==> config.mk <==
export PLATFORM = sky130hd
export DESIGN_NAME = kdtk_topk
export DESIGN_NICKNAME = d
export VERILOG_FILES = /design/src/hdl/kdtk_pkg.sv /design/src/hdl/kdtk_topk.sv
export SDC_FILE = /design/constraint.sdc
export NUM_CORES = 1
export LEC_CHECK = 0
export BUFFER_PORTS_ARGS = -buffer_cell sky130_fd_sc_hd__buf_2
export CAP_MARGIN = 20
export CORE_ASPECT_RATIO = 0.5
export CORE_MARGIN = 3
export CORE_UTILIZATION = 25
export CTS_BUF_LIST = sky130_fd_sc_hd__clkbuf_2 sky130_fd_sc_hd__clkbuf_4 sky130_fd_sc_hd__clkbuf_8
export DETAILED_ROUTE_END_ITERATION = 8
export HOLD_SLACK_MARGIN = 0.15
export PLACE_DENSITY = 0.44
export SYNTH_ARGS = -nofsm -noshare
export SYNTH_HDL_FRONTEND = slang
export SYNTH_SLANG_ARGS = --single-unit
==> constraint.sdc <==
create_clock -name clk -period 6.15 [get_ports clk]
set_clock_uncertainty 0.2 [all_clocks]
set_input_delay 0.615 -clock clk [delete_from_list [all_inputs] [get_ports clk]]
set_output_delay 0.615 -clock clk [all_outputs]
set_load 0.01 [all_outputs]
==> src/hdl/kdtk_pkg.sv <==
package kdtk_pkg;

    localparam int MAX_NODES_DEF   = 16384;
    localparam int STACK_DEPTH_DEF = 96;
    localparam int TOP_K_DEF       = 8;
    localparam int FEAT_DIM        = 5;
    localparam int FEAT_W          = 16;
    localparam int LINK_W          = 15;
    localparam int AXIS_W          = 3;
    localparam int ERR_W           = 19;
    localparam int CFG_W           = 16;
    localparam int CFG_IDX_W       = 1;
    localparam int VISIT_W         = 17;

    localparam logic [CFG_IDX_W-1:0] REG_NODE_COUNT  = 1'b0;
    localparam logic [CFG_IDX_W-1:0] REG_VISIT_LIMIT = 1'b1;

    localparam logic REQ_WRITE = 1'b0;
    localparam logic REQ_QUERY = 1'b1;

    localparam logic [15:0] VISIT_LIMIT_RST = 16'd32768;

    // one feature gap, absolute value
    function automatic logic [FEAT_W-1:0] abs_gap(input logic [FEAT_W-1:0] a,
                                                  input logic [FEAT_W-1:0] b);
        abs_gap = (a >= b) ? (a - b) : (b - a);
    endfunction

endpackage

==> src/hdl/kdtk_topk.sv <==
// sorted top-k candidate list; one insert step per call, one shift per cycle
module kdtk_topk #(
    parameter int TOP_K  = kdtk_pkg::TOP_K_DEF,
    parameter int NODE_W = 14
) (
    input  logic                          clk,
    input  logic                          rst_n,
    input  logic                          clear,
    input  logic                          ins_valid,
    input  logic [NODE_W-1:0]             ins_node,
    input  logic [kdtk_pkg::ERR_W-1:0]    ins_err,
    output logic                          ins_busy,
    output logic [$clog2(TOP_K+1)-1:0]    count,
    output logic [kdtk_pkg::ERR_W-1:0]    worst_err,
    input  logic [((TOP_K > 1) ? $clog2(TOP_K) : 1)-1:0] rd_idx,
    output logic [NODE_W-1:0]             rd_node,
    output logic [kdtk_pkg::ERR_W-1:0]    rd_err
);
    import kdtk_pkg::*;

    localparam int PW = (TOP_K > 1) ? $clog2(TOP_K) : 1;
    localparam int CW = $clog2(TOP_K+1);

    logic [NODE_W-1:0] node_reg [TOP_K];
    logic [ERR_W-1:0]  err_reg  [TOP_K];
    logic [CW-1:0]     count_reg, count_next;
    logic              busy_reg, busy_next;
    logic [PW-1:0]     pos_reg, pos_next;
    logic [NODE_W-1:0] new_node_reg;
    logic [ERR_W-1:0]  new_err_reg;
    logic [PW-1:0]     pos_m1;

    assign ins_busy  = busy_reg;
    assign count     = count_reg;
    assign worst_err = err_reg[TOP_K-1];
    assign rd_node   = node_reg[rd_idx[PW-1:0]];
    assign rd_err    = err_reg[rd_idx[PW-1:0]];
    assign pos_m1    = pos_reg - PW'(1);

    // control for the insertion walk
    always_comb
    begin
        count_next = count_reg;
        busy_next  = busy_reg;
        pos_next   = pos_reg;
        if (clear)
        begin
            count_next = '0;
            busy_next  = 1'b0;
        end
        else if (ins_valid && !busy_reg)
        begin
            if (count_reg < CW'(TOP_K))
            begin
                count_next = count_reg + CW'(1);
                pos_next   = PW'(count_reg);
                busy_next  = 1'b1;
            end
            else if (ins_err < err_reg[TOP_K-1])
            begin
                pos_next  = PW'(TOP_K-1);
                busy_next = 1'b1;
            end
        end
        else if (busy_reg)
        begin
            if (pos_reg != '0 && err_reg[pos_m1] > new_err_reg)
                pos_next = pos_m1;
            else
                busy_next = 1'b0;
        end
    end

    always_ff @(posedge clk or negedge rst_n)
    begin
        if (!rst_n)
        begin
            count_reg <= '0;
            busy_reg  <= 1'b0;
            pos_reg   <= '0;
        end
        else
        begin
            count_reg <= count_next;
            busy_reg  <= busy_next;
            pos_reg   <= pos_next;
        end
    end

    // list data: shift one entry down, or drop the new word in place
    always_ff @(posedge clk)
    begin
        if (ins_valid && !busy_reg && !clear)
        begin
            new_node_reg <= ins_node;
            new_err_reg  <= ins_err;
        end
        if (busy_reg && !clear)
        begin
            if (pos_reg != '0 && err_reg[pos_m1] > new_err_reg)
            begin
                node_reg[pos_reg] <= node_reg[pos_m1];
                err_reg[pos_reg]  <= err_reg[pos_m1];
            end
            else
            begin
                node_reg[pos_reg] <= new_node_reg;
                err_reg[pos_reg]  <= new_err_reg;
            end
        end
    end

endmodule

After elaboration in Yosys (flattened, before gate mapping). Memories as Yosys holds them, arrays and structs flattened. Cells that the tools add are included.

Register bits: 41. Latch bits: 0. RAM bits: 264. Memory bits (read-only): 0. Input bits: 40. Output and inout port bits: 57. Word-level logic and storage cells: 51. Memories: 2.

Memories: err_reg (depth 8, width 19, read ports 3, clocked after memory_dff 0, wr ports 1, RTL line kdtk_topk.sv:25) `logic [ERR_W-1:0] err_reg [TOP_K];`; node_reg (depth 8, width 14, read ports 2, clocked after memory_dff 0, wr ports 1, RTL line kdtk_topk.sv:24) `logic [NODE_W-1:0] node_reg [TOP_K];`.

Add/sub/neg operators: 2. Multipliers: 0. Div/mod/pow operators: 0. Order comparisons: 3. Eq/ne operators: 2. Shifts and indexed selects: 0. Muxes and demuxes: 21. Bitwise logic cells: 3. Reductions and logical operators: 13.

Operators with widths (count): $gt 19x19->1 (1); $lt 19x19->1 (1); $mux 19 (1); $mux 3 (5); $mux 14 (1); $mux 4 (3); $mux 1 (11); $reduce_bool 2->1 (4); $add 4x1->4 const B (1); $logic_and 1x1->1 (4); $lt 4x4->1 const B (1); $ne 4x4->1 const B (1); $reduce_and 4->1 (1); $ne 3x3->1 const B (1); $reduce_bool 3->1 (1); $sub 3x1->3 const B (1); $logic_not 1->1 (2); $or 1x1->1 (2); $reduce_and 2->1 (1); $not 1->1 (1).

Depth between registers and ports, before layout. Gate-level depths: netlist of run 1. An unclocked memory read counts as a cell.

Word-level depth: 8. Mapped depth: 18. Mapped depth without buffers: 12.

Worst setup path after synthesis of run 1. OpenSTA, ideal clock, no wires.

Path kind: register to register. Start point: register pos_reg[0]. End point: memory err_reg[0][1], data pin. Setup time: 0.269 ns. Data arrival time: 4.443 ns. Data required time: 5.681 ns. Path slack: 1.238 ns. Stages on the path, launching flop included: 18. Path buffers: 6. Cells stage by stage: dfrtp_1 buf_4 buf_6 clkbuf_1 inv_1 ha_1 buf_2 buf_1 mux4_2 mux2_2 ha_1 and3_4 a221o_1 a21oi_2 a31oi_2 nor2_4 buf_12 mux2_4.

Word-level cells in the longest chain between the ends: 8. Elaborated cells on any way between the ends: 9. Classes of those cells: add/sub: 1; order compare: 1; mux: 4; reduce/logical: 2; memory: 1.

RTL lines: start, declared (RTL line kdtk_topk.sv:28) `logic [PW-1:0] pos_reg, pos_next;`; start signal, assigned (RTL line kdtk_topk.sv:86) `pos_reg <= pos_next;`; $sub 3x1->3 (RTL line kdtk_topk.sv:38) `assign pos_m1 = pos_reg - PW'(1);`; $mem_v2 8x19; $gt 19x19->1 (RTL line kdtk_topk.sv:100) `if (pos_reg != '0 && err_reg[pos_m1] > new_err_reg)`; $logic_and 1x1->1 (RTL line kdtk_topk.sv:100); $mux 1 (RTL line kdtk_topk.sv:100); $mux 1 (RTL line kdtk_topk.sv:98) `if (busy_reg && !clear)`; $mux 1 (implied by the code) (RTL line kdtk_topk.sv:108) `err_reg[pos_reg] <= new_err_reg;`; $mux 19 (no line) *; end, declared (RTL line kdtk_topk.sv:25).

Mark *: on every way between the ends. The rest lies on a longest branch, timed or not.

Worst setup path after layout of run 1.
Start point: register pos_reg[1]. End point: memory err_reg[4][0], data pin.

The elaborated chain is that of the path after synthesis.

==> out/results.ini, run 1 <==
[power]
pwr_density_cell_nw_per_um2 = 494
peakVddDrop_uv = 294
p_leak_nw = 6.01

[placed_design]
place_inst = 1615
placed_cell_area_um2 = 16400
io_buffers = 96
gp_congestion = 0.777
dp_hpwl_um = 24100

[floorplanning]
pin_count = 97
die_w_um = 351
fp-row-count = 62
initial_utilization_pct = 25.6
dieArea_um2 = 62500
fp.dieH_um = 178
coreArea_um2 = 58000

[finish]
drive_above_1_share_pct = 46.1
nFillCells = 5679
fin_cells = 1736
multi_input_area_um2 = 5410
largest_register_ffs = 152
ff_latch_area_um2 = 9120
diodes = 0
final_core_util_pct = 30.5
design_area_um2 = 17700
nets = 1015
area_growth_pct = 19.1

[global_route]
grt_max_degree = 73
overflow = 0
grt_pass1_vias = 8817
grt_pass1_wl_um = 59700
grt_util_all_layers_pct = 13.0
antenna_found_initial = 0

[setup_path]
start_kind = flip-flop
critPathRequiredTime_ps = 6260
path_buf_inv = 3
path_common_cell = buf_12
crit_fanout = 28
cpLargestDelayFamily = multiplexers
path_cells = inv_1 > ha_4 > buf_12 > mux4_2 > mux2_2 > ha_1 > and3_4 > a221o_1 > a21oi_2 > a31oi_2 > nor2_4 > buf_12 > mux2i_1
arrival_ps = 5320
crit_slowest_cell = ha_4
cp_slowest_stage_delay_ps = 570
cp-end-kind = flip-flop
critPathKind = flip-flop to flip-flop

[sta]
finalSetupViolCount = 0
hold_viol = 0
rsz0062_at_grt = false
worstMarginPinSlew_ps = 1060
final_max_slew_viol_count = 0
min_period_over_period_pct = 84.7
slew_headroom_pct = 29.1
finalSetupTns_ps = 0
finalCriticalPeriod_ps = 5210
timing.fmax_mhz = 192

[yosys]
synth.most_common_cell = edfxtp_1
syn_area_um2 = 14800
synth_top_area_cell = edfxtp_1
synth_edf_count = 297
yosysSeqAreaShare_pct = 61.4
synth_top_area_share_pct = 60.1
syn-mean-instance-area_um2 = 19.3
synth_ff_type = edfxtp_1
syn_nets = 850
synth_area_leaders = edfxtp_1 (60%), mux4_2 (20%), mux2_2 (5.4%)
ys_types = 43
synthCells = 770
yosysWarningCount = 0
synthArstFlopShare_pct = 2.62
synth_common_cells = edfxtp_1 (297), mux4_2 (132), mux2_2 (71)
ys_seq_elements = 305

[clocking]
path_clk_slew_ps = 60
cts-buffers-inserted = 51
clk_path_buf_depth = 3
htreeDepth = 2
clock-sinks = 305
clock_latency_ps = 600
root_buffer = clkbuf_8
cts_tree = built
post_cts_buffers = 0

[route]
wl_per_cell_um = 23.4
drc = 0
via_count = 8058
antenna_left = 0
avgViaCountPerCell = 4.64
drtPass1Iterations = 6
drt_iter0_drc = 573
wl_um = 40600

[status]
status = completed

[min_path]
worstHoldPathType = primary input to asynchronous set/reset pin

[run]
cap_violations = 0

-- per-stage QoR --
stage / hold slack [ps] / total power [mW] / setup slack, ps
6_report: 218 / 8.73 / 941
5_1_grt: 194 / 9.29 / 618
4_1_cts: 181 / 8.90 / 882
3_5_place_dp: 286 / 7.11 / 900
3_3_place_gp: 283 / 6.99 / 1120
2_1_floorplan: 119 / 6.01 / 1240
-- cells by family after synthesis --
logic type | synth area share (%)
xor+xnor | 0.177
flops | 61.4
simple gates | 2.07
fa+ha+maj | 3.37
mux | 28.5
buf+inv | 2.77
compound gates | 1.69
-- cell usage in the layout, fill, tap and decap left out, types with 6 or more instances in the layout --
master,instances
buf_2,94
ha_1,39
mux2_2,71
nand3_1,8
a21oi_1,19
clkinv_1,9
dfrtp_1,7
dlygate4sd3_1,35
nand2_1,13
mux2_4,29
mux4_2,132
clkbuf_4,16
o21ai_0,9
buf_4,21
inv_1,45
nor2_1,8
edfxtp_1,297
nand4_1,6
clkbuf_8,53
-- timing repair --
item / 4_1_cts / 5_1_grt
gates resized for setup: 0 / 0
hold buffers: 35 / 0
hold endpoints to repair: 45 / 0
-- layer usage --
layer	vias up	global-route usage, %	part of all wire, %
met2	158	23.3	52
li1	3535	-	-
met1	4315	16.6	43
met4	0	2.75	1.4
met3	50	2.25	3.6
met5	-	0	0
-- report_power, final --
part	leakage, nW	internal, mW	switching, mW
logic	2.72	1.71	1.98
registers	2.79	3.22	0.0920
clock network	0.499	0.928	0.806
total	6.01	5.86	2.88
-- cell type report --
cell class / count / share of cell area, %
clock buffers: 69 / 4.81
clock inverters: 17 / 0.602
inverters: 45 / 0.955
multi-input cells: 378 / 30.6
flip-flops and latches: 305 / 51.6
well taps: 768 / 5.43
repair buffers: 154 / 5.99
-- final timing paths --
check,from,endpoint,slack (ps),cells after the start
setup / recovery,pos_reg[1],err_reg[4][0],940,13
hold / removal,rst_n,pos_reg[1],220,2
setup reg to reg,pos_reg[1],err_reg[4][0],940,13
hold reg to reg,count[2],count[2],410,2
max in group asynchronous,rst_n,pos_reg[0],5320,2
min in group clk,count[2],count[2],410,2
No activity file was read; power rests on OpenSTA's default activity.
==> run 2: changes to the inputs <==
==> constraint.sdc (replaced) <==
create_clock -name clk -period 5.32 [get_ports clk]
set_clock_uncertainty 0.2 [all_clocks]
set_input_delay 0.532 -clock clk [delete_from_list [all_inputs] [get_ports clk]]
set_output_delay 0.532 -clock clk [all_outputs]
set_load 0.01 [all_outputs]
==> run 2 against run 1 <==
  * Via count grew 1.0%
  * Final cell count grew 1.1%
  * Register-to-register slack lost 330 ps
  * Final area grew 0.65%
  * Sequential share of layout area shrank 0.33 points
  * Non-clock buffer count grew 7
==> out/results.ini, run 2 (synthesis gave the netlist of run 1 again) <==
[finish]
layout_commonest_cell = edfxtp_1
nFillCells = 5669  ; -0.18%
nets = 1023  ; +0.79%
area_growth_pct = 19.9
largest_register_ffs = 152  ; unchanged
final_cell_mix = edfxtp_1 (297), mux4_2 (132), buf_2 (94)
drive_above_1_share_pct = 46.1  ; about the same

[setup_path]
start_kind = flip-flop
arrival_ps = 4820  ; -500 ps
crit_fanout = 21  ; -25%
reg2reg_to = err_reg[5][0]
worstReg2RegStart = pos_reg[1]
critPathRequiredTime_ps = 5430  ; -830 ps
critPathKind = flip-flop to flip-flop
r2r_cells = 13  ; unchanged
ff2ff_setup_slack_ps = 610  ; -330 ps
cp-end-kind = flip-flop

[floorplanning]
initial_utilization_pct = 25.6  ; unchanged
pin_count = 97  ; unchanged
fp-row-count = 62  ; unchanged
coreArea_um2 = 58000  ; unchanged
dieArea_um2 = 62500  ; unchanged
fp.dieH_um = 178  ; unchanged
die_w_um = 351  ; unchanged

[placed_design]
io_buffers = 96  ; unchanged
gp_congestion = 0.726  ; -6.6%
dp_worst_setup_slack_ps = 600  ; -300 ps
dp_hpwl_um = 24500  ; +1.6%

[power]
pwr-share-clk_pct = 20.2  ; +0.3 points
pwr_density_cell_nw_per_um2 = 570  ; +15%
p_switching_mw = 3.32  ; +15%
peakVddDrop_uv = 272  ; -7.6%
p_int_mw = 6.83  ; +17%
seqPwrFrac_pct = 37.7  ; -0.2 points
switching_share_pct = 32.7  ; -0.23 points
combPwrFrac_pct = 42.1  ; about the same
p_leak_nw = 6.07  ; +1.0%

[sta]
slew_headroom_pct = 31.2  ; +2.1 points
final_max_slew_viol_count = 0  ; unchanged
timing.fmax_mhz = 212  ; +11%
min_period_over_period_pct = 88.6  ; +3.9 points
worstMarginPinSlew_ps = 1030  ; -31.6 ps
rsz0062_at_grt = false
worst_slack_ps = 609  ; -332 ps
hold_viol = 0  ; unchanged
finalSetupTns_ps = 0  ; unchanged
finalCriticalPeriod_ps = 4710  ; -498 ps
finalSetupViolCount = 0  ; unchanged

[global_route]
antenna_found_initial = 1  ; +1
grt_pass1_wl_um = 59600  ; about the same
overflow = 0  ; unchanged
grt_util_all_layers_pct = 13.0  ; -0.023 points
grt_pass1_vias = 8917  ; +1.1%
grt_max_degree = 73  ; unchanged

[route]
wl_per_cell_um = 23.0  ; -1.9%
avgViaCountPerCell = 4.64  ; about the same
drt_iter0_drc = 599  ; +4.5%
via_count = 8139  ; +1.0%
antenna_left = 0  ; unchanged
drc = 0  ; unchanged
wl_um = 40300  ; -0.84%
drtPass1Iterations = 4  ; -2

[clocking]
path_clk_slew_ps = 60  ; about the same
htreeDepth = 2  ; unchanged
root_buffer = clkbuf_8
clock-sinks = 305  ; unchanged
clock_latency_ps = 600  ; about the same
cts_tree = built
cts_resized = 0  ; unchanged
clk_path_buf_depth = 3  ; unchanged
cts-buffers-inserted = 52  ; +2.0%

[min_path]
min_from = new_node_reg[1]
hold-path-cell-count = 1
worstHoldPathType = flip-flop to flip-flop
holdPathEnd = node_reg[2][1]

[status]
status = completed

[run]
cap_violations = 0  ; unchanged

-- run 2: critical path: stages, from the launching register on --
cell     delay [ps]
dfrtp_1         500
inv_1           160
ha_4            460
buf_12          240
mux4_2          510
mux2_2          290
ha_1            310
and3_4          200
a221o_1         360
a21oi_2         160
a31oi_2         130
nor2_4          160
buf_12          240
mux2i_1         500
-- run 2: power by group through the flow --
stage          Combinational (mW)  Sequential (mW)  Clock (mW)
2_1_floorplan                3.12             3.83           0
3_3_place_gp                 4.26             3.87           0
3_5_place_dp                 4.33             3.88           0
4_1_cts                      4.38             3.83        2.13
5_1_grt                      4.70             3.84        2.23
6_report                     4.27             3.83        2.05
-- run 2: worst max path at each step --
stage | startpoint | to | slack, ps | cells past startpoint
floorplan | pos_reg[0] | err_reg[0][1] | 410 | 17
global placement | pos_reg[1] | err_reg[3][11] | 700 | 13
detailed placement | pos_reg[1] | err_reg[5][0] | 600 | 13
CTS | pos_reg[1] | err_reg[4][0] | 540 | 13
global route | pos_reg[1] | err_reg[1][0] | 360 | 13
finish | pos_reg[1] | err_reg[5][0] | 610 | 13
-- run 2: final cells by class --
class	count	area [µm²]	share of cell area, %
flip-flops and latches	305	9120	51.3
multi-input cells	378	5410	30.4
repair buffers	161	1130	6.33
well taps	768	961	5.40
clock buffers	71	865	4.86
inverters	45	169	0.949
clock inverters	25	134	0.752
diodes	2	5.00	0.0281
-- run 2: repair_timing --
action                                 in CTS  in global routing
setup buffers                               0                  0
hold buffers                               36                  0
endpoints found under the hold margin      45                  0
-- run 2: routing by layer --
layer / vias to the layer above / global-route usage (%) / part of all wire [%]
li1: 3555 / - / -
met1: 4370 / 16.1 / 42
met2: 165 / 23.9 / 53
met3: 49 / 2.20 / 3.9
met4: 0 / 2.58 / 1.3
met5: - / 0 / 0
-- run 2: through the flow --
stage	area (µm²)	instances	util (%)	total power, mW	hold slack [ps]
6_report	17800	1755	30.7	10.1	411
5_1_grt	17800	1755	30.7	10.8	421
4_1_cts	17800	1753	30.7	10.3	409
3_5_place_dp	16400	1621	28.3	8.21	193
3_3_place_gp	16400	1621	28.3	8.12	195
2_1_floorplan	14800	770	-	6.95	36.4
